## src/rtl/core/pcd_pkg.sv

```systemverilog
// ----------------------------------------------------------------------------
// pcd_pkg
// Types, constants and palette functions shared by the colour downgrade block.
// ----------------------------------------------------------------------------
`default_nettype none

package pcd_pkg;

    localparam logic [1:0] KIND_NONE  = 2'd0;
    localparam logic [1:0] KIND_INDEX = 2'd1;
    localparam logic [1:0] KIND_RGB   = 2'd2;

    localparam logic [1:0] MODE_TRUE  = 2'd0;
    localparam logic [1:0] MODE_A256  = 2'd1;
    localparam logic [1:0] MODE_A16   = 2'd2;
    localparam logic [1:0] MODE_MONO  = 2'd3;

    localparam int          NUM_CELLS  = 24;
    localparam logic [7:0]  GREY_START = 8'd232;
    localparam logic [7:0]  CUBE_START = 8'd16;
    localparam int          DIST_W     = 18;

    typedef struct packed {
        logic [7:0] r;
        logic [7:0] g;
        logic [7:0] b;
    } rgb_t;

    // One word travelling down the chain.
    typedef struct packed {
        logic [1:0]        kind;
        logic [7:0]        index;
        rgb_t              color;
        logic              search;
        logic              use_sys;
        logic [DIST_W-1:0] best_dist;
        logic [7:0]        best_idx;
    } pcd_word_t;

    // Candidate held by one cell.
    typedef struct packed {
        rgb_t       sys_rgb;
        logic       sys_en;
        logic [7:0] sys_idx;
        rgb_t       grey_rgb;
        logic [7:0] grey_idx;
    } pcd_cand_t;

    function automatic rgb_t sys_rgb(input logic [3:0] idx);
        rgb_t c;
        case (idx)
            4'd0:    c = '{8'd0,   8'd0,   8'd0};
            4'd1:    c = '{8'd205, 8'd0,   8'd0};
            4'd2:    c = '{8'd0,   8'd205, 8'd0};
            4'd3:    c = '{8'd205, 8'd205, 8'd0};
            4'd4:    c = '{8'd0,   8'd0,   8'd238};
            4'd5:    c = '{8'd205, 8'd0,   8'd205};
            4'd6:    c = '{8'd0,   8'd205, 8'd205};
            4'd7:    c = '{8'd229, 8'd229, 8'd229};
            4'd8:    c = '{8'd127, 8'd127, 8'd127};
            4'd9:    c = '{8'd255, 8'd0,   8'd0};
            4'd10:   c = '{8'd0,   8'd255, 8'd0};
            4'd11:   c = '{8'd255, 8'd255, 8'd0};
            4'd12:   c = '{8'd92,  8'd92,  8'd255};
            4'd13:   c = '{8'd255, 8'd0,   8'd255};
            4'd14:   c = '{8'd0,   8'd255, 8'd255};
            default: c = '{8'd255, 8'd255, 8'd255};
        endcase
        return c;
    endfunction

    function automatic logic [7:0] level_of(input logic [2:0] step);
        logic [7:0] v;
        case (step)
            3'd0:    v = 8'd0;
            3'd1:    v = 8'd95;
            3'd2:    v = 8'd135;
            3'd3:    v = 8'd175;
            3'd4:    v = 8'd215;
            default: v = 8'd255;
        endcase
        return v;
    endfunction

    // Nearest cube level, tie to the lower level.
    function automatic logic [2:0] near_step(input logic [7:0] v);
        logic [2:0] s;
        if (v <= 8'd47)
            s = 3'd0;
        else if (v <= 8'd115)
            s = 3'd1;
        else if (v <= 8'd155)
            s = 3'd2;
        else if (v <= 8'd195)
            s = 3'd3;
        else if (v <= 8'd235)
            s = 3'd4;
        else
            s = 3'd5;
        return s;
    endfunction

    function automatic logic [15:0] sq_diff(input logic [7:0] a, input logic [7:0] b);
        logic [7:0] d;
        d = (a > b) ? (a - b) : (b - a);
        return d * d;
    endfunction

    function automatic logic [DIST_W-1:0] distance(input rgb_t a, input rgb_t b);
        return DIST_W'(sq_diff(a.r, b.r)) + DIST_W'(sq_diff(a.g, b.g))
             + DIST_W'(sq_diff(a.b, b.b));
    endfunction

    function automatic rgb_t palette_rgb(input logic [7:0] idx);
        rgb_t       c;
        logic [7:0] v;
        logic [7:0] rem;
        logic [2:0] rs;
        logic [2:0] gs;
        logic [2:0] bs;
        logic [7:0] grey;
        v    = idx - CUBE_START;
        rs   = (v >= 8'd180) ? 3'd5 : (v >= 8'd144) ? 3'd4 : (v >= 8'd108) ? 3'd3 :
               (v >= 8'd72)  ? 3'd2 : (v >= 8'd36)  ? 3'd1 : 3'd0;
        rem  = v - 8'(36 * rs);
        gs   = (rem >= 8'd30) ? 3'd5 : (rem >= 8'd24) ? 3'd4 : (rem >= 8'd18) ? 3'd3 :
               (rem >= 8'd12) ? 3'd2 : (rem >= 8'd6)  ? 3'd1 : 3'd0;
        bs   = 3'(rem - 8'(6 * gs));
        grey = 8'(8 + 10 * (idx - GREY_START));
        if (idx < CUBE_START)
            c = sys_rgb(idx[3:0]);
        else if (idx < GREY_START)
            c = '{level_of(rs), level_of(gs), level_of(bs)};
        else
            c = '{grey, grey, grey};
        return c;
    endfunction

endpackage

`default_nettype wire

```

## src/rtl/core/pcd_head.sv

```systemverilog
// ----------------------------------------------------------------------------
// pcd_head
// Decodes mode and colour kind; in 256-colour mode seeds the search with the nearest cube entry.
// ----------------------------------------------------------------------------
`default_nettype none

module pcd_head
    import pcd_pkg::*;
(
    input  wire logic       clk,
    input  wire logic       rst_n,
    input  wire logic [1:0] depth_mode,
    input  wire logic       in_valid,
    output logic            in_ready,
    input  wire logic [1:0] color_kind,
    input  wire logic [7:0] color_index,
    input  wire rgb_t       color_in,
    output logic            out_valid,
    input  wire logic       out_ready,
    output pcd_word_t       out_word
);

    logic      valid_reg;
    pcd_word_t word_reg;
    pcd_word_t word_next;
    logic [2:0] rs;
    logic [2:0] gs;
    logic [2:0] bs;
    rgb_t       cube_rgb;

    always_comb
    begin
        rs       = near_step(color_in.r);
        gs       = near_step(color_in.g);
        bs       = near_step(color_in.b);
        cube_rgb = '{level_of(rs), level_of(gs), level_of(bs)};
    end

    always_comb
    begin
        word_next           = '0;
        word_next.kind      = KIND_NONE;
        word_next.color     = color_in;
        word_next.best_dist = '1;
        if (color_kind == KIND_INDEX || color_kind == KIND_RGB)
        begin
            case (depth_mode)
                MODE_TRUE:
                begin
                    word_next.kind = color_kind;
                    if (color_kind == KIND_INDEX)
                        word_next.index = color_index;
                end
                MODE_A256:
                begin
                    word_next.kind = KIND_INDEX;
                    if (color_kind == KIND_INDEX)
                        word_next.index = color_index;
                    else
                    begin
                        word_next.search    = 1'b1;
                        word_next.best_idx  = CUBE_START + 8'(36 * rs) + 8'(6 * gs) + 8'(bs);
                        word_next.best_dist = distance(color_in, cube_rgb);
                    end
                end
                MODE_A16:
                begin
                    word_next.kind = KIND_INDEX;
                    if (color_kind == KIND_INDEX && color_index < CUBE_START)
                        word_next.index = color_index;
                    else
                    begin
                        word_next.search  = 1'b1;
                        word_next.use_sys = 1'b1;
                        if (color_kind == KIND_INDEX)
                            word_next.color = palette_rgb(color_index);
                    end
                end
                default:
                begin
                    word_next.kind = KIND_NONE;
                end
            endcase
        end
    end

    assign in_ready  = !valid_reg || out_ready;
    assign out_valid = valid_reg;
    assign out_word  = word_reg;

    always_ff @(posedge clk or negedge rst_n)
    begin
        if (!rst_n)
            valid_reg <= 1'b0;
        else if (in_ready)
            valid_reg <= in_valid;
    end

    always_ff @(posedge clk)
    begin
        if (in_ready && in_valid)
            word_reg <= word_next;
    end

endmodule

`default_nettype wire

```

## config.mk

```make
export PLATFORM = sky130hd
export DESIGN_NAME = pcd_head
export DESIGN_NICKNAME = d
export VERILOG_FILES = /design/src/rtl/core/pcd_pkg.sv /design/src/rtl/core/pcd_head.sv
export SDC_FILE = /design/constraint.sdc
export NUM_CORES = 1
export LEC_CHECK = 0
export BUFFER_PORTS_ARGS = -buffer_cell sky130_fd_sc_hd__buf_4
export CELL_PAD_IN_SITES_DETAIL_PLACEMENT = 1
export CELL_PAD_IN_SITES_GLOBAL_PLACEMENT = 1
export CORE_MARGIN = 4
export CORE_UTILIZATION = 48
export DETAILED_ROUTE_END_ITERATION = 10
export PLACE_DENSITY = 0.79
export SKIP_LAST_GASP = 1
export SYNTH_ARGS = -nofsm -noshare
export SYNTH_HDL_FRONTEND = slang
export SYNTH_SLANG_ARGS = --single-unit
export TNS_END_PERCENT = 100
```

## constraint.sdc

```tcl
create_clock -name clk -period 2.8 [get_ports clk]
set_input_delay 0.28 -clock clk [delete_from_list [all_inputs] [get_ports clk]]
set_output_delay 0.28 -clock clk [all_outputs]
set_load 0.005 [all_outputs]
```

==> results of run 1 <==
per-layer routing:
layer | GRT overflow | track usage (%)
met1 | 4 | 82.1
met5 | 0 | 13.2
met4 | 277 | 98.2
met3 | 6 | 66.5
met2 | 700 | 107
repair_timing:
action	in CTS
cloned	0
hold buffers	1
setup endpoints to repair	39
endpoints found under the hold margin	1
resized for setup	223
buffers inserted	41
pin swaps	116
cell families after synthesis:
family | Yosys count
compound gates | 249
fa+ha+maj | 313
flops | 63
buf+inv | 313
xor+xnor | 49
mux | 17
simple gates | 367
stage by stage:
step                      hold WS, ns  cell area, sq um
after floorplan               -0.0156             12700
after global placement         0.0549             16200
after detailed placement       0.0583             16200
after CTS                       0.179             17900
==> flow_summary.ini, run 1 <==
[yosys]
synth-compound-area-share_pct = 14.2
netlist.top_cell.by_area = fa_1
synth_nets = 1724
ys_seq_elements = 63
synthMuxAreaShare_pct = 1.39
synth_area_sq_um = 12300
netlist.area_leader.share_pct = 23.6
synthTopCellsByArea = fa_1 24%, ha_1 17%, edfxtp_1 15%
synthAdderAreaFrac_pct = 40.7
yosys.area_share.simple_pct = 14.6
synth_top_family_by_area = adder cells
synth_edf_count = 62
synth-main-ff-cell = edfxtp_1
ys_types = 92
synthArstFlopShare_pct = 1.59
yosysSeqAreaShare_pct = 15.4
yosysMostFrequentCell = inv_1
syn-mean-instance-area_sq_um = 8.97
post_synth_xor_area_fraction_pct = 3.67
yosysWarningCount = 0
ys_top_cells_by_count = 273 x inv_1, 168 x ha_1, 145 x fa_1, 122 x nor2_1, 88 x nand2_1
synth_cells = 1371

[floorplan]
chipHeight_um = 168
fp-row-count = 58
pin_count = 104
initial_core_util_pct = 48.8
die_w_um = 168

[placement]
dp.cells = 2110
place_worst_setup_slack_ns = -6.74
numPortBuffers = 103
routabilityCongestion = 0.900
dpl.hpwl_um = 40000

[status]
stop_stage = 5_1_grt
error_line = [ERROR GRT-0232] Routing congestion too high. Check the congestion heatmap in the GUI.
status = aborted with a tool error

[clock_network]
clockRootBuffer = clkbuf_16
numCtsBuffers = 9
clock_sinks = 63
clockBufferDepth = 2
htreeDepth = 3

[grt]
grt_max_degree = 63
grt.overflow.total = 987
grt_usage_pct = 86.3

[sta]
worst_endpoint = out_word[23]$_SDFFCE_PP1P_/D
worst_endpoint_kind = register input
==> run 2, diff against run 1 <==
CELL_PAD_IN_SITES_DETAIL_PLACEMENT = unset   (was 1)
CELL_PAD_IN_SITES_GLOBAL_PLACEMENT = unset   (was 1)
CORE_UTILIZATION = 40   (was 48)
PLACE_DENSITY = unset   (was 0.79)
PLACE_DENSITY_LB_ADDON = 0.15   (was unset)
==> flow_summary.ini, run 2 <==
[yosys]
ys_types = 92
synthArstFlopShare_pct = 1.59
synth_area_sq_um = 12300
syn-mean-instance-area_sq_um = 8.97
ys_top_cells_by_count = 273 x inv_1, 168 x ha_1, 145 x fa_1, 122 x nor2_1, 88 x nand2_1
yosysWarningCount = 0
netlist.top_cell.by_area = fa_1
ys_seq_elements = 63
synth_cells = 1371
netlist.area_leader.share_pct = 23.6
yosysSeqAreaShare_pct = 15.4
yosysMostFrequentCell = inv_1
synthTopCellsByArea = fa_1 24%, ha_1 17%, edfxtp_1 15%
synth-main-ff-cell = edfxtp_1
synth_edf_count = 62
synth_nets = 1724

[clock_network]
clkTransAtPathRegs_ns = 0.06
clockBufferDepth = 2
numCtsBuffers = 9
htreeDepth = 3
clock_sinks = 63
clockRootBuffer = clkbuf_16
clk_latency_ns = 0.34
cts_tree = yes

[placement]
dpl.hpwl_um = 30300
numPortBuffers = 103
routabilityCongestion = 0.894

[sta]
rsz0062_at_grt = yes
clock_skew_ns = 0.00482
worst_pin_slew_ns = 0.736
final_max_slew_viol_count = 0
max_slew_margin_pct = 50.6
hold_viol_final = 0
finalCritPeriodShare_pct = 308
fin_ws_ns = -5.83
setup_violations = 37
clock.fmax_mhz = 116
period_needed_ns = 8.63

[cells_and_area]
final_core_util_pct = 60.2
drive_gt1_share_pct = 41.0
layout.nets = 2187
final_cell_mix = 444 x buf_4, 245 x inv_1, 134 x ha_1
final_common_cell = buf_4
nFillCells = 2631
areaGrowthSynthToFinish_pct = 46.8
largest_reg_flops = 62
n_antenna_cell = 0

[grt]
antenna_found_initial = 0
grtUsageMet2_pct = 39.6
met3_usage_pct = 2.76
grt_pass1_vias = 11700
grt_usage_pct = 22.2
use_met1_pct = 29.5
grt.overflow.total = 0
gr-max-usage-layer = met2
grt_pass1_wl_um = 60000
grt_max_degree = 63

[floorplan]
chipHeight_um = 183
design.core.area_sq_um = 30000
pin_count = 104
initial_core_util_pct = 41.0
fp-row-count = 63
die_w_um = 183
dieArea_sq_um = 33600

[setup_path]
crit_top_cell = fa_1
required_ns = 2.99
cp.arrival_ns = 8.82
critPathLaunchType = input pin
slowest_delay_ns = 0.55
end_kind = flop
critical_path_class = input pin to flop
critPathSlowestCell = fa_1
crit_fanout = 8

[status]
status = finished with violations
violations = negative setup slack

[routing]
drt_iter0_markers = 495
first_pass_iters = 5
routed_wl_um = 37300
routed_via_density = 5.02
antenna_left = 0
via_count = 11200
wl_per_cell_um = 16.7
drc = 0

[hold_path]
hp-class = input pin to flop

[flow_run]
drv_cap = 0
## run 2: final timing paths
check	slack, ns	end	cells after the start	start
worst min register to register	0.56	out_valid	2	out_valid
min in group asynchronous	0.26	out_valid	2	rst_n
max in group asynchronous	2.46	out_valid	2	rst_n
worst max-delay path	-5.83	out_word[25]	40	color_in[11]
worst min-delay path	0.16	out_valid	2	in_valid
worst max register to register	1.43	out_word[60]	3	out_valid
## run 2: worst max-delay path: cells and delay by family
family	cells	cell delay (ns)
AO/OA/AOI/OAI	12	2.37
XOR/XNOR	1	0.31
adder cells (fa/ha/maj)	11	4.17
buffers and inverters	8	0.51
multiplexers	2	0.47
AND/OR/NAND/NOR	6	0.71
## run 2: layout make-up
type | count | area (sq um) | share of cell area [%]
well taps | 390 | 488 | 2.70
inverters | 277 | 1080 | 6.01
flip-flops and latches | 63 | 1890 | 10.5
repair buffers | 488 | 3890 | 21.5
multi-input cells | 995 | 10400 | 57.8
clock inverters | 5 | 35.0 | 0.194
clock buffers | 10 | 229 | 1.27
## run 2: per-stage QoR
step / hold slack, ns / instance area (sq um) / setup TNS (ns) / cells / setup slack [ns]
after global placement: 0.0554 / 16200 / -114.70 / 2157 / -6.10
after CTS: 0.154 / 17400 / -102.01 / 2222 / -5.70
final: 0.156 / 18000 / -100.17 / 2228 / -5.83
after floorplan: -0.0156 / 12700 / -95.32 / 1371 / -5.70
after global routing: 0.161 / 18000 / -107.33 / 2228 / -6.15
after detailed placement: 0.0573 / 16200 / -118.46 / 2157 / -6.31
## run 2: routing by layer
layer	wire, um	up-vias
met5	0	-
met2	18800	234
met3	1530	50
li1	-	5443
met4	603	0
met1	16400	5463
## run 2: repair_timing
item                                    4_1_cts  5_1_grt
setup buffers                                53       29
resized for setup                           115      119
endpoints found under the hold margin         1        0
endpoints found under the setup margin       37       44
hold buffers                                  1        0
pin swaps                                    89      101
## run 2: logic make-up (layout without fill, tap and decap cells)
| logic type | count (synthesis) | count (layout) | synth area share (%) |
|---|---|---|---|
| simple gates | 367 | 367 | 14.6 |
| fa+ha+maj | 313 | 313 | 40.7 |
| buf+inv | 313 | 780 | 10.1 |
| compound gates | 249 | 249 | 14.2 |
| flops | 63 | 63 | 15.4 |
| xor+xnor | 49 | 49 | 3.67 |
| mux | 17 | 17 | 1.39 |
Power of run 2 is not shown: default switching activity piles up to over one toggle a cycle in this logic, so the estimate is an artifact.
==> run 3, diff against run 2 <==
CORE_ASPECT_RATIO = 0.75   (was unset)
==> flow_summary.ini, run 3 (synthesized netlist as in run 2, its figures left out) <==
[flow_run]
drv_cap = 0

[setup_path]
end_kind = flop
cp.arrival_ns = 8.83
critical_path_class = input pin to flop
critPathSlowestCell = fa_2
critPathLaunchType = input pin
required_ns = 2.90
path_buf_inv = 9
slowest_delay_ns = 0.57
cp_top_family = adder cells
crit_fanout = 5

[cells_and_area]
drive_gt1_share_pct = 43.0
stdcell_count = 2270
layout.nets = 2219
n_antenna_cell = 0
areaGrowthSynthToFinish_pct = 50.5
largest_reg_flops = 62
final_core_util_pct = 61.2
final_common_cell = buf_4
final_cell_mix = 481 x buf_4, 240 x inv_1, 130 x ha_1

[routing]
wl_met2_um = 16200
met3WireLength_um = 2160
routed_via_density = 4.98
via_count = 11300
first_pass_iters = 5
wl_per_cell_um = 16.9
drc = 0
top_layer = met5
drt_iter0_markers = 652
antenna_left = 0
routed_wl_um = 38400
wl_met1_um = 19400

[clock_network]
clockRootBuffer = clkbuf_16
cts_tree = yes
clockBufferDepth = 2
clkTransAtPathRegs_ns = 0.06
htreeDepth = 3
numCtsBuffers = 9
clock_sinks = 63
clk_latency_ns = 0.35

[placement]
dp.cells = 2195
routabilityCongestion = 0.922
numPortBuffers = 103
dpl.hpwl_um = 31300

[grt]
grt_pass1_wl_um = 62200
grt_pass1_vias = 11600
grt_max_degree = 63
grt_usage_pct = 22.9
grt.overflow.total = 0
antenna_found_initial = 0

[floorplan]
pin_count = 104
fp-row-count = 55
initial_core_util_pct = 40.7
die_w_um = 210
design.core.area_sq_um = 30200
dieArea_sq_um = 33600
chipHeight_um = 160

[sta]
clock.fmax_mhz = 115
worst_pin_slew_ns = 0.730
clock_skew_ns = 0.00643
fin_ws_ns = -5.93
rsz0062_at_grt = yes
final_max_slew_viol_count = 0
setup_tns_ns = -102.96
period_needed_ns = 8.73
setup_violations = 37
max_slew_margin_pct = 51.2
finalCritPeriodShare_pct = 312
hold_viol_final = 0

[hold_path]
hp-class = input pin to flop

[status]
status = finished with violations
violations = negative setup slack
[run 3: cell types whose count changed in the layout (fill, tap and decap cells not counted), sizes merged]
cell	change
buf	+32
bufinv	+2
clkbuf	+3
clkinv	+2
clkinvlp	-3
inv	-3
[run 3: final timing paths]
kind	start	to	slack [ns]	cells after the start
setup / recovery	color_in[11]	out_word[22]	-5.93	39
max in group asynchronous	rst_n	out_valid	2.47	2
setup reg to reg	out_valid	out_word[23]	1.42	3
hold / removal	in_valid	out_valid	0.13	2
min in group asynchronous	rst_n	out_valid	0.25	2
hold reg to reg	out_valid	out_valid	0.54	2
[run 3: per-stage QoR]
| step | hold WS, ns | area [sq um] | worst slack, ns |
|---|---|---|---|
| after global placement | 0.0556 | 16400 | -6.16 |
| after global routing | 0.134 | 18500 | -6.24 |
| after floorplan | -0.0156 | 12700 | -5.70 |
| final | 0.130 | 18500 | -5.93 |
| after detailed placement | 0.0573 | 16400 | -6.32 |
| after CTS | 0.121 | 17700 | -5.83 |
[run 3: area by class of cell]
cell class,count,area (sq um)
Multi-Input combinational cell,995,10600
Tap cell,399,499
Clock inverter,3,65.1
Clock buffer,13,260
Sequential cell,63,1890
Timing Repair Buffer,520,4110
Inverter,277,1100
Fill cell,2510,11700
[run 3: routing by layer]
| metal | track usage, % | vias up |
|---|---|---|
| met3 | 3.02 | 37 |
| met2 | 33.1 | 254 |
| li1 | - | 5517 |
| met5 | 0 | - |
| met1 | 36.8 | 5503 |
| met4 | 4.09 | 2 |
[run 3: what timing repair did]
| item | 4_1_cts | 5_1_grt |
|---|---|---|
| setup buffers | 41 | 28 |
| endpoints found under the hold margin | 1 | 0 |
| gates resized for setup | 135 | 126 |
| endpoints found under the setup margin | 37 | 39 |
| hold buffers | 1 | 0 |
| pin swaps | 107 | 103 |
Power of run 3 is left out for the same reason.
