File: config.mk
export PLATFORM = sky130hd
export DESIGN_NAME = pcd_cell
export DESIGN_NICKNAME = d
export VERILOG_FILES = /design/src/rtl/core/pcd_pkg.sv /design/src/rtl/core/pcd_cell.sv
export SDC_FILE = /design/constraint.sdc
export NUM_CORES = 1
export LEC_CHECK = 0
export BUFFER_PORTS_ARGS = -buffer_cell sky130_fd_sc_hd__buf_2
export CAP_MARGIN = 20
export CORE_ASPECT_RATIO = 1.25
export CORE_UTILIZATION = 30
export CTS_CLUSTER_DIAMETER = 100
export DETAILED_ROUTE_END_ITERATION = 16
export PLACE_DENSITY = 0.55
export SYNTH_ARGS = -nofsm -noshare
export SYNTH_HDL_FRONTEND = slang
export SYNTH_SLANG_ARGS = --single-unit
export TNS_END_PERCENT = 1
File: constraint.sdc
create_clock -name clk -period 2.5 [get_ports clk]
set_input_delay 0.375 -clock clk [delete_from_list [all_inputs] [get_ports clk]]
set_output_delay 0.375 -clock clk [all_outputs]
set_load 0.02 [all_outputs]
File: src/rtl/core/pcd_pkg.sv
// ----------------------------------------------------------------------------
// pcd_pkg
// Types, constants and palette functions shared by the colour downgrade block.
// ----------------------------------------------------------------------------
`default_nettype none

package pcd_pkg;

    localparam logic [1:0] KIND_NONE  = 2'd0;
    localparam logic [1:0] KIND_INDEX = 2'd1;
    localparam logic [1:0] KIND_RGB   = 2'd2;

    localparam logic [1:0] MODE_TRUE  = 2'd0;
    localparam logic [1:0] MODE_A256  = 2'd1;
    localparam logic [1:0] MODE_A16   = 2'd2;
    localparam logic [1:0] MODE_MONO  = 2'd3;

    localparam int          NUM_CELLS  = 24;
    localparam logic [7:0]  GREY_START = 8'd232;
    localparam logic [7:0]  CUBE_START = 8'd16;
    localparam int          DIST_W     = 18;

    typedef struct packed {
        logic [7:0] r;
        logic [7:0] g;
        logic [7:0] b;
    } rgb_t;

    // One word travelling down the chain.
    typedef struct packed {
        logic [1:0]        kind;
        logic [7:0]        index;
        rgb_t              color;
        logic              search;
        logic              use_sys;
        logic [DIST_W-1:0] best_dist;
        logic [7:0]        best_idx;
    } pcd_word_t;

    // Candidate held by one cell.
    typedef struct packed {
        rgb_t       sys_rgb;
        logic       sys_en;
        logic [7:0] sys_idx;
        rgb_t       grey_rgb;
        logic [7:0] grey_idx;
    } pcd_cand_t;

    function automatic rgb_t sys_rgb(input logic [3:0] idx);
        rgb_t c;
        case (idx)
            4'd0:    c = '{8'd0,   8'd0,   8'd0};
            4'd1:    c = '{8'd205, 8'd0,   8'd0};
            4'd2:    c = '{8'd0,   8'd205, 8'd0};
            4'd3:    c = '{8'd205, 8'd205, 8'd0};
            4'd4:    c = '{8'd0,   8'd0,   8'd238};
            4'd5:    c = '{8'd205, 8'd0,   8'd205};
            4'd6:    c = '{8'd0,   8'd205, 8'd205};
            4'd7:    c = '{8'd229, 8'd229, 8'd229};
            4'd8:    c = '{8'd127, 8'd127, 8'd127};
            4'd9:    c = '{8'd255, 8'd0,   8'd0};
            4'd10:   c = '{8'd0,   8'd255, 8'd0};
            4'd11:   c = '{8'd255, 8'd255, 8'd0};
            4'd12:   c = '{8'd92,  8'd92,  8'd255};
            4'd13:   c = '{8'd255, 8'd0,   8'd255};
            4'd14:   c = '{8'd0,   8'd255, 8'd255};
            default: c = '{8'd255, 8'd255, 8'd255};
        endcase
        return c;
    endfunction

    function automatic logic [7:0] level_of(input logic [2:0] step);
        logic [7:0] v;
        case (step)
            3'd0:    v = 8'd0;
            3'd1:    v = 8'd95;
            3'd2:    v = 8'd135;
            3'd3:    v = 8'd175;
            3'd4:    v = 8'd215;
            default: v = 8'd255;
        endcase
        return v;
    endfunction

    // Nearest cube level, tie to the lower level.
    function automatic logic [2:0] near_step(input logic [7:0] v);
        logic [2:0] s;
        if (v <= 8'd47)
            s = 3'd0;
        else if (v <= 8'd115)
            s = 3'd1;
        else if (v <= 8'd155)
            s = 3'd2;
        else if (v <= 8'd195)
            s = 3'd3;
        else if (v <= 8'd235)
            s = 3'd4;
        else
            s = 3'd5;
        return s;
    endfunction

    function automatic logic [15:0] sq_diff(input logic [7:0] a, input logic [7:0] b);
        logic [7:0] d;
        d = (a > b) ? (a - b) : (b - a);
        return d * d;
    endfunction

    function automatic logic [DIST_W-1:0] distance(input rgb_t a, input rgb_t b);
        return DIST_W'(sq_diff(a.r, b.r)) + DIST_W'(sq_diff(a.g, b.g))
             + DIST_W'(sq_diff(a.b, b.b));
    endfunction

    function automatic rgb_t palette_rgb(input logic [7:0] idx);
        rgb_t       c;
        logic [7:0] v;
        logic [7:0] rem;
        logic [2:0] rs;
        logic [2:0] gs;
        logic [2:0] bs;
        logic [7:0] grey;
        v    = idx - CUBE_START;
        rs   = (v >= 8'd180) ? 3'd5 : (v >= 8'd144) ? 3'd4 : (v >= 8'd108) ? 3'd3 :
               (v >= 8'd72)  ? 3'd2 : (v >= 8'd36)  ? 3'd1 : 3'd0;
        rem  = v - 8'(36 * rs);
        gs   = (rem >= 8'd30) ? 3'd5 : (rem >= 8'd24) ? 3'd4 : (rem >= 8'd18) ? 3'd3 :
               (rem >= 8'd12) ? 3'd2 : (rem >= 8'd6)  ? 3'd1 : 3'd0;
        bs   = 3'(rem - 8'(6 * gs));
        grey = 8'(8 + 10 * (idx - GREY_START));
        if (idx < CUBE_START)
            c = sys_rgb(idx[3:0]);
        else if (idx < GREY_START)
            c = '{level_of(rs), level_of(gs), level_of(bs)};
        else
            c = '{grey, grey, grey};
        return c;
    endfunction

endpackage

`default_nettype wire

File: src/rtl/core/pcd_cell.sv
// ----------------------------------------------------------------------------
// pcd_cell
// One link of the search chain: tests one candidate, keeps the nearer entry.
// ----------------------------------------------------------------------------
`default_nettype none

module pcd_cell
    import pcd_pkg::*;
(
    input  wire logic      clk,
    input  wire logic      rst_n,
    input  wire pcd_cand_t cand,
    input  wire logic      in_valid,
    output logic           in_ready,
    input  wire pcd_word_t in_word,
    output logic           out_valid,
    input  wire logic      out_ready,
    output pcd_word_t      out_word
);

    logic              valid_reg;
    pcd_word_t         word_reg;
    pcd_word_t         word_next;
    rgb_t              cand_rgb;
    logic [7:0]        cand_idx;
    logic              active;
    logic [DIST_W-1:0] cand_dist;

    always_comb
    begin
        cand_rgb  = in_word.use_sys ? cand.sys_rgb : cand.grey_rgb;
        cand_idx  = in_word.use_sys ? cand.sys_idx : cand.grey_idx;
        active    = in_word.search && (!in_word.use_sys || cand.sys_en);
        cand_dist = distance(in_word.color, cand_rgb);
        word_next = in_word;
        // strict compare: a tie keeps the lower index already held
        if (active && cand_dist < in_word.best_dist)
        begin
            word_next.best_dist = cand_dist;
            word_next.best_idx  = cand_idx;
        end
    end

    assign in_ready  = !valid_reg || out_ready;
    assign out_valid = valid_reg;
    assign out_word  = word_reg;

    always_ff @(posedge clk or negedge rst_n)
    begin
        if (!rst_n)
            valid_reg <= 1'b0;
        else if (in_ready)
            valid_reg <= in_valid;
    end

    always_ff @(posedge clk)
    begin
        if (in_ready && in_valid)
            word_reg <= word_next;
    end

endmodule

`default_nettype wire

# Word-level counts from Yosys, hierarchy flattened
# Index checks and enable logic that the tools add are counted.
[totals] reg_bits=63 in_bits=131 out_inout_bits=64 wordCells=38
[classes] add_sub_neg=8 n_mul=3 n_lt_le_gt_ge=4 muxes=6 reduce_logical=7
[ops] operator="$mul 8x8->16" n=3
[ops] operator="$sub 8x8->8" n=6
[ops] operator="$mux 8" n=4
[ops] operator="$mux 26" n=1
[ops] operator="$gt 8x8->1" n=3
[ops] operator="$mux 24" n=1
[ops] operator="$add 17x16->18" n=1
[ops] operator="$lt 18x18->1" n=1
[ops] operator="$add 16x16->17" n=1
[ops] operator="$logic_and 1x1->1" n=3
[ops] operator="$logic_not 1->1" n=2
[ops] operator="$logic_or 1x1->1" n=2

# Longest topological paths before layout
# Gate-level depths: netlist of the first run.
[logic_depth] ltp_word=9 depth_mapped=46 ltp_nobuf=41

# Worst setup path before layout of the first run
# Ideal clock, no wire load.
[synth_path] path_type="input to register" from="in in_word[26] in the netlist's numbering" to="reg word_reg, in the netlist out_word[10], data pin" setup_ns=0.260 t_arrival_ns=11.027 required_time_ns=2.240 setup_slack_ns=-8.787 stages=41 n_path_buf=6 path_cell_list="clkbuf_1 clkbuf_1 buf_1 mux2i_1 inv_1 ha_1 inv_1 fa_1 a21o_1 a21oi_2 o31a_1 buf_6 a21oi_4 mux2_2 mux2i_1 clkbuf_1 nand2b_1 fa_1 [5 not listed] fa_1 inv_1 fa_1 inv_1 ha_1 a21o_1 a21o_1 o2111ai_1 nand2_1 or4_1 and3_1 ha_1 nor2b_1 o21ai_0 and4b_1 o21ai_1 clkbuf_1 mux2_2"
[synth_lines] element="start, declared" line="pcd_cell.sv:15" source="input wire pcd_word_t in_word,"
[synth_lines] element="end signal, assigned" line="pcd_cell.sv:59" source="word_reg <= word_next;"
[synth_lines] element="end, declared" line="pcd_cell.sv:22" source="pcd_word_t word_reg;"

==> results.txt, run 1 <==
Across the run, the number of max-cap violations was 0. The relative slew slack is 74.2%. The clock root buffer is sky130_fd_sc_hd__clkbuf_16.

The clock reaches the later pin of the worst-skew pair after 0.36 ns. The non-filler instance count after layout came out at 1,966. Relative to the synthesized area, the layout overhead comes to 39.5%. The core footprint is 0.0339 mm2. The maximum number of pins on one net before global-route repair is 32. The number of warnings reported in the yosys synthesis log came out at 0. The cell that appears most often on the critical path is sky130_fd_sc_hd__fa_1.

The end point of the worst hold path is out_word[59]. The count of distinct cell types in the synthesized netlist came out at 55. After layout, the worst path uses 367% of the clock period. In this run the vertical extent of the chip is 210 um. Summing all multi-input logic gate instances after layout gives 0.00775 mm2. The die span in x came out at 169 um. Global routing used 15.3% of the available tracks.

The register bit total from synthesis is 63. The register-to-register setup slack is 1.03 ns. The total wirelength of the detailed-routed design is 25.8 mm. Sorting the synthesized cells by area gives the leading types as sky130_fd_sc_hd__fa_1 27%, sky130_fd_sc_hd__edfxtp_1 18%, sky130_fd_sc_hd__ha_1 17%. The storage element area came out at 0.00189 mm2. The placer congestion estimate came out at 0.843. The number of ports placed on the die boundary is 195.

In the routed design, unresolved DRC markers number 0. Yosys mapped a number of flops with a built-in enable equal to 62. Among all flip-flop cells after synthesis, the most frequent one is sky130_fd_sc_hd__edfxtp_1. The first-pass GRT wire length came out at 42.6 mm. The total of endpoints with negative setup slack in the final report came out at 26. Setup repair after global routing could not meet its margin everywhere. TritonCTS built the clock tree. In this run the cell area of the synthesized design comes to 0.0104 mm2. The total clock buffers created by CTS is 9. The mean routed wirelength per cell came out at 13.1 um. The count of vias placed by the detailed router came out at 8,567.

The number of nets in the layout is 1,908. Along the worst hold path, the cell count comes to 1. The run finished, with violations left. The fraction of synthesized cell area taken by the top area cell type is 26.5%. The largest incremental delay on the critical path came out at 0.54 ns. The path class of the tightest hold or removal check is in -> reg. In this run the critical register-to-register path is launched from out_valid. The share of the Yosys chip area taken by registers is 18.1%. The worst-path cell with the longest stage delay is sky130_fd_sc_hd__fa_1.

The depth of the most critical reg-to-reg path is 3. Counting along the longest clock path gives a buffer depth of 2. The number of cells produced by synthesis is 1,060. The initial utilization of the core area, before any placement, comes to 30.8%. The final reports fail on setup timing. Based on the critical path, the design can be clocked at up to 0.109 GHz.

The number of global-route vias before repair is 9,165. Data arrives at the worst endpoint at 9.29 ns. The startpoint identified for the worst hold timing path is in_word[59]. After global routing the overflow that remains totals 0. The transition at the pin with the smallest max-transition slack came out at 0.386 ns. The final max-slew violation count came to 0.

The number of vias per cell after detailed routing is 4.36. The remaining antenna violation count after routing is 0. Fill cells in the final layout number 3,342. In this run the critical register-to-register path is captured at out_word[43]. Counting every sink on the clock net gives 63.

The critical path is of the in -> reg type. The number of cells in the design after placement came out at 1,933. STA classifies the critical path endpoint as a flip-flop. The fraction of registers with async set or reset after synthesis came out at 1.59%. The wire-length estimate of the detail-placed layout is 22.7 mm. The mean cell area of the mapped netlist came out at 9.83 um2.

The violation count after the first detailed-routing iteration is 181. The clock transition at the register clock pins on the worst setup and hold paths after CTS is 0.06 ns. The number of hold violations in the final report came to 0. The cell taking the most area after synthesis is sky130_fd_sc_hd__fa_1. The initial antenna violation count was 1.

The post-layout worst setup margin is -6.68 ns. Counting every net in the synthesized netlist gives 1,470. Along the worst path, the maximum fanout reaches 17.

The number of placement rows is 75. The first-pass detailed-route iteration total came out at 6. The share of final-layout standard cells stronger than drive strength 1 is 38.1%. In this run the tool buffered the top-level ports with 194 buffer cells. The floorplan step defined a die boundary enclosing 0.0355 mm2. The worst setup path is launched from a primary input. The H-tree was split into 3 levels. The clock arrives with 0.00911 ns of skew. The required time at the worst-slack endpoint is 2.61 ns.

The worst path in the final design needs a cycle of 9.18 ns, including I/O delays and setup.
==> state kept, by name, indices dropped and copies added (netlist names) <==
signal     flops
out_word      62
out_valid      1
==> cells by family after synthesis <==
| family | count (synthesis) | share of synthesized area, % |
|---|---|---|
| AOI/OAI and AO/OA | 135 | 8.69 |
| muxes | 82 | 8.38 |
| and+or+nand+nor | 178 | 7.99 |
| DFF | 63 | 18.1 |
| adders and majority gates | 279 | 43.4 |
| xor gates and xnor gates | 32 | 2.83 |
| buffers and inverters | 291 | 10.6 |
==> cells in the mapped netlist (2+ instances only) <==
| master | count |
|---|---|
| sky130_fd_sc_hd__and3_1 | 6 |
| sky130_fd_sc_hd__buf_2 | 3 |
| sky130_fd_sc_hd__a21boi_0 | 2 |
| sky130_fd_sc_hd__a21oi_1 | 35 |
| sky130_fd_sc_hd__inv_1 | 268 |
| sky130_fd_sc_hd__mux2i_1 | 42 |
| sky130_fd_sc_hd__nand2_1 | 29 |
| sky130_fd_sc_hd__nand4_1 | 4 |
| sky130_fd_sc_hd__nand3_1 | 4 |
| sky130_fd_sc_hd__ha_1 | 141 |
| sky130_fd_sc_hd__a21oi_2 | 3 |
| sky130_fd_sc_hd__o21a_1 | 9 |
| sky130_fd_sc_hd__a221oi_1 | 6 |
| sky130_fd_sc_hd__clkbuf_1 | 14 |
| sky130_fd_sc_hd__a31oi_1 | 4 |
| sky130_fd_sc_hd__xnor2_2 | 2 |
| sky130_fd_sc_hd__xnor2_1 | 19 |
| sky130_fd_sc_hd__a211oi_1 | 8 |
| sky130_fd_sc_hd__o31ai_1 | 3 |
| sky130_fd_sc_hd__xor2_1 | 11 |
| sky130_fd_sc_hd__inv_2 | 4 |
| sky130_fd_sc_hd__nor3_1 | 4 |
| sky130_fd_sc_hd__nand2b_1 | 19 |
| sky130_fd_sc_hd__edfxtp_1 | 62 |
| sky130_fd_sc_hd__nor2_1 | 83 |
| sky130_fd_sc_hd__o2111ai_1 | 2 |
| sky130_fd_sc_hd__o21ai_0 | 19 |
| sky130_fd_sc_hd__a21o_1 | 18 |
| sky130_fd_sc_hd__fa_1 | 138 |
| sky130_fd_sc_hd__or2_2 | 8 |
| sky130_fd_sc_hd__o21bai_1 | 10 |
| sky130_fd_sc_hd__o211ai_1 | 2 |
| sky130_fd_sc_hd__mux2_2 | 39 |
| sky130_fd_sc_hd__o21ai_1 | 3 |
| sky130_fd_sc_hd__and2_1 | 9 |
| sky130_fd_sc_hd__o221ai_1 | 2 |
| sky130_fd_sc_hd__nor2b_1 | 7 |
==> metal layers <==
metal / vias to the layer above / track usage [%] / wire (um)
met5: - / 0 / 0
met4: 0 / 5.27 / 513
met3: 24 / 2.12 / 640
met2: 99 / 29.7 / 14500
met1: 4182 / 16.7 / 10100
li1: 4262 / - / -
==> cell usage in the layout (no fill, tap or decap), types with 10 or more instances in the layout <==
cell and instances:
sky130_fd_sc_hd__nor2_1 80, sky130_fd_sc_hd__buf_2 193, sky130_fd_sc_hd__o21bai_1 10, sky130_fd_sc_hd__edfxtp_1 62
sky130_fd_sc_hd__a21o_1 18, sky130_fd_sc_hd__o21ai_0 18, sky130_fd_sc_hd__xnor2_1 13, sky130_fd_sc_hd__mux2_2 36
sky130_fd_sc_hd__nand2b_1 18, sky130_fd_sc_hd__fa_1 135, sky130_fd_sc_hd__buf_4 243, sky130_fd_sc_hd__inv_1 263
sky130_fd_sc_hd__mux2i_1 33, sky130_fd_sc_hd__nand2_1 27, sky130_fd_sc_hd__ha_1 136, sky130_fd_sc_hd__a21oi_1 33
==> timing repair <==
| action | CTS | global route |
|---|---|---|
| setup endpoints to repair | 26 | 26 |
| gates cloned | 1 | 0 |
| setup buffers | 10 | 4 |
| resized for setup | 15 | 16 |
| hold buffers | 1 | 0 |
| pin swaps | 7 | 8 |
| endpoints found under the hold margin | 1 | 0 |
==> layout make-up <==
cell class / instances / share of cell area, %
Sequential cell: 63 / 13.0
Clock inverter: 3 / 0.620
Clock buffer: 13 / 1.79
Inverter: 272 / 7.02
Antenna cell: 1 / 0.0172
Timing Repair Buffer: 445 / 20.3
Tap cell: 462 / 3.98
Multi-Input combinational cell: 707 / 53.3
==> worst max-delay path: cells and delay by family <==
kind	cells	cell delay [ns]
simple gates	6	1.20
compound gates	9	1.43
buf+inv	9	0.66
mux	3	0.83
xor+xnor	1	0.25
fa+ha+maj	11	4.54
==> metrics by stage <==
stage / setup slack [ns] / cell area, um2 / util, % / hold WS, ns / setup TNS (ns)
global placement: -7.29 / 13900 / 41.0 / 0.150 / -189.08
finish: -6.68 / 14500 / 42.9 / 0.189 / -173.13
floorplan: -7.02 / 10700 / - / 0.0794 / -189.55
global route: -7.04 / 14500 / 42.9 / 0.170 / -182.70
CTS: -6.77 / 14400 / 42.5 / 0.165 / -175.32
detailed placement: -7.39 / 13900 / 41.0 / 0.152 / -191.64
==> worst max-delay path by stage <==
| stage | start | end | slack (ns) |
|---|---|---|---|
| final | in_word[26] | out_word[10] | -6.68 |
| after detailed placement | in_word[26] | out_word[4] | -7.39 |
| after global placement | in_word[26] | out_word[25] | -7.29 |
| after floorplan | in_word[26] | out_word[10] | -7.02 |
| after global routing | in_word[26] | out_word[10] | -7.04 |
| after CTS | in_word[26] | out_word[10] | -6.77 |
Power of run 1 is not shown: default switching activity piles up to over one toggle a cycle in this logic, so the estimate is an artifact.
==> run 2: changes to the inputs <==
--- a/config.mk
+++ b/config.mk
@@ -8,10 +8,12 @@
 export BUFFER_PORTS_ARGS = -buffer_cell sky130_fd_sc_hd__buf_2
 export CAP_MARGIN = 20
 export CORE_ASPECT_RATIO = 1.25
-export CORE_UTILIZATION = 30
+export CORE_MARGIN = 8
+export CORE_UTILIZATION = 55
 export CTS_CLUSTER_DIAMETER = 100
 export DETAILED_ROUTE_END_ITERATION = 16
-export PLACE_DENSITY = 0.55
+export PLACE_DENSITY = 0.86
+export RECOVER_POWER = 100
 export SYNTH_ARGS = -nofsm -noshare
 export SYNTH_HDL_FRONTEND = slang
 export SYNTH_SLANG_ARGS = --single-unit
==> run 2 against run 1 <==
Net effect: the flow still finishes with violations (setup timing); non-clock buffer count decreased by 5; highest routed layer unchanged; worst setup slack worse by 0.54 ns; global-route usage is 11 points higher; via count rose by 13%; critical path depth is 1 lower.
==> results.txt, run 2 (synthesis gave the netlist of run 1 again) <==
The remaining antenna violation count after routing came out at 0 (unchanged). The number of filler cells placed in the layout came out at 1,126 (-66%). The required time at the worst-slack endpoint is 2.60 ns (about the same). The number of DRC violations after detailed routing was 0 (unchanged). The area of the multi-input gates came out at 0.00789 mm2 (+1.8%). The global router's overall resource usage was 25.9% (+11 points).

The overflow left after global routing came out at 0 (unchanged). The total of endpoints with negative setup slack in the final report came out at 26 (unchanged). The root buffer cell chosen for the clock tree is sky130_fd_sc_hd__clkbuf_16. The largest incremental delay on the critical path was 0.55 ns (about the same). The final hold slack is 0.191 ns (+0.00218 ns). The first-pass detailed-route iteration total is 5 (-1). The path class of the tightest hold or removal check is in -> reg.

The post-layout worst setup margin came to -7.22 ns (-0.540 ns). The worst setup path is captured at a flip-flop. The maximum level of the CTS H-tree came out at 3 (unchanged). The cell that appears most often on the critical path is sky130_fd_sc_hd__fa_1. The number of cells in the design after placement is 1,686 (-13%). The number of ports placed on the die boundary is 195 (unchanged). The initial cell density of the core came out at 55.7% (+25 points).

The share of final-layout standard cells stronger than drive strength 1 was 33.5% (-4.6 points). The clock sink count was 63 (unchanged). The full die area came to 0.0236 mm2 (-33%). The storage element area came out at 0.00189 mm2 (unchanged). The number of hold violations in the final report is 0 (unchanged). The maximum buffer depth of the clock tree is 2 (unchanged).

The y dimension of the die came out at 170 um (-19%). The placed wire-length estimate came out at 23.7 mm (+4.3%). The count of vias placed by the detailed router came out at 9,701 (+13%). The worst clock skew came out at 0.0161 ns (+0.00699 ns). The count of buffers inserted at the top-level ports came out at 194 (unchanged). The number of global-route vias before repair is 10,500 (+14%).

The die span in x is 139 um (-18%). The core footprint was 0.0187 mm2 (-45%). The clock transition at the register clock pins on the worst setup and hold paths after CTS came out at 0.06 ns (about the same). The final critical delay including setup and external delays is 9.72 ns (+0.540 ns). STA classifies the critical path startpoint as a primary input. The final reports fail on setup timing. The most common cell after layout, fill and taps aside is sky130_fd_sc_hd__inv_1. The area added between synthesis and finish is 36.1%.

The mean routed wirelength per cell came out at 19.4 um (+48%). TritonCTS built the clock tree. The total wirelength of the detailed-routed design came out at 33.6 mm (+30%).

The post-placement worst setup slack was -7.50 ns (-0.105 ns). The transition at the pin with the smallest max-transition slack is 0.982 ns (+0.596 ns). The worst-path cell with the longest stage delay is sky130_fd_sc_hd__fa_1. The final max-slew violation count came out at 0 (unchanged). The relative slew slack is 34.5% (-40 points).

The initial antenna violation count came out at 1 (unchanged). The first-pass GRT wire length is 49.1 mm (+15%). Setup repair after global routing could not meet its margin everywhere. The critical path is of the in -> reg type. The flow ran to the end, but the final reports show violations. The total clock buffers created by CTS is 9 (unchanged). The number of placement rows is 56 (-25%). The violation count after the first detailed-routing iteration was 712 (+290%).

The number of flip-flops in the largest register is 62 (unchanged). In the layout the commonest cells are 262 x sky130_fd_sc_hd__inv_1, 229 x sky130_fd_sc_hd__buf_4, 136 x sky130_fd_sc_hd__ha_1. The post-route clock period utilization was 389% (+22 points). The number of vias per cell after detailed routing is 5.60 (+28%). The buffering stage count on the worst path with inverters included is 10 (+1).

The number of nets in the layout is 1,904 (-0.21%). The dominant delay contributor by cell family on the critical path is adder cells. The placer congestion estimate is 0.899 (+6.7%). The maximum number of pins on one net before global-route repair came to 63 (+97%). The non-filler instance count after layout is 1,733 (-12%). The data arrival time of the critical path came out at 9.82 ns (+0.53 ns). The maximum clock frequency came out at 0.103 GHz (-5.6%). The maximum fanout along the worst path was 12 (-5). The number of max-cap violations came out at 0 (unchanged). The later-pin clock latency in the skew report came out at 0.36 ns (about the same).
-- run 2: layout make-up --
type	count	area share, %
Clock buffer	10	1.68
Sequential cell	63	13.3
Inverter	272	7.19
Clock inverter	6	0.485
Tap cell	232	2.05
Antenna cell	2	0.0353
Multi-Input combinational cell	708	55.6
Timing Repair Buffer	440	19.7
-- run 2: worst paths after layout --
check,from,end,slack [ns],cells past startpoint
hold reg to reg,out_valid,out_valid,0.57,2
setup / recovery,in_word[26],out_word[25],-7.22,38
hold / removal,in_word[59],out_word[59],0.19,1
min in group asynchronous,rst_n,out_valid,0.32,2
setup reg to reg,out_valid,out_word[42],0.63,3
max in group asynchronous,rst_n,out_valid,2.09,2
-- run 2: what timing repair did --
action	in CTS	in global routing
endpoints found under the setup margin	26	26
buffers inserted	13	12
gates cloned	3	0
pin swaps	18	19
hold buffers	1	0
gates resized for setup	28	36
endpoints found under the hold margin	1	0
-- run 2: worst reg2reg max path, delay by kind of cell, from the launching register on --
family | cells | cell delay, ns
flip-flops | 1 | 0.40
buffers and inverters | 1 | 0.76
AND/OR/NAND/NOR | 2 | 0.27
-- run 2: metal layers --
metal  track usage, %  share of wire [%]  routed length, um  vias to the layer above
met1             24.7                 33              10900                     4761
met2             49.5                 54              18300                      485
met3             5.52                6.7               2250                      188
met5                0                  0                  0                        -
li1                 -                  -                  -                     4267
met4             17.2                6.4               2140                        0
-- run 2: metrics by stage --
step / TNS (ns) / cell area, um2 / utilization [%]
floorplan: -189.55 / 10700 / -
global placement: -188.14 / 13500 / 71.9
detailed placement: -194.71 / 13500 / 71.9
CTS: -180.15 / 14000 / 75.1
global route: -198.16 / 14200 / 75.8
finish: -187.07 / 14200 / 75.9
Power of run 2 is left out for the same reason.
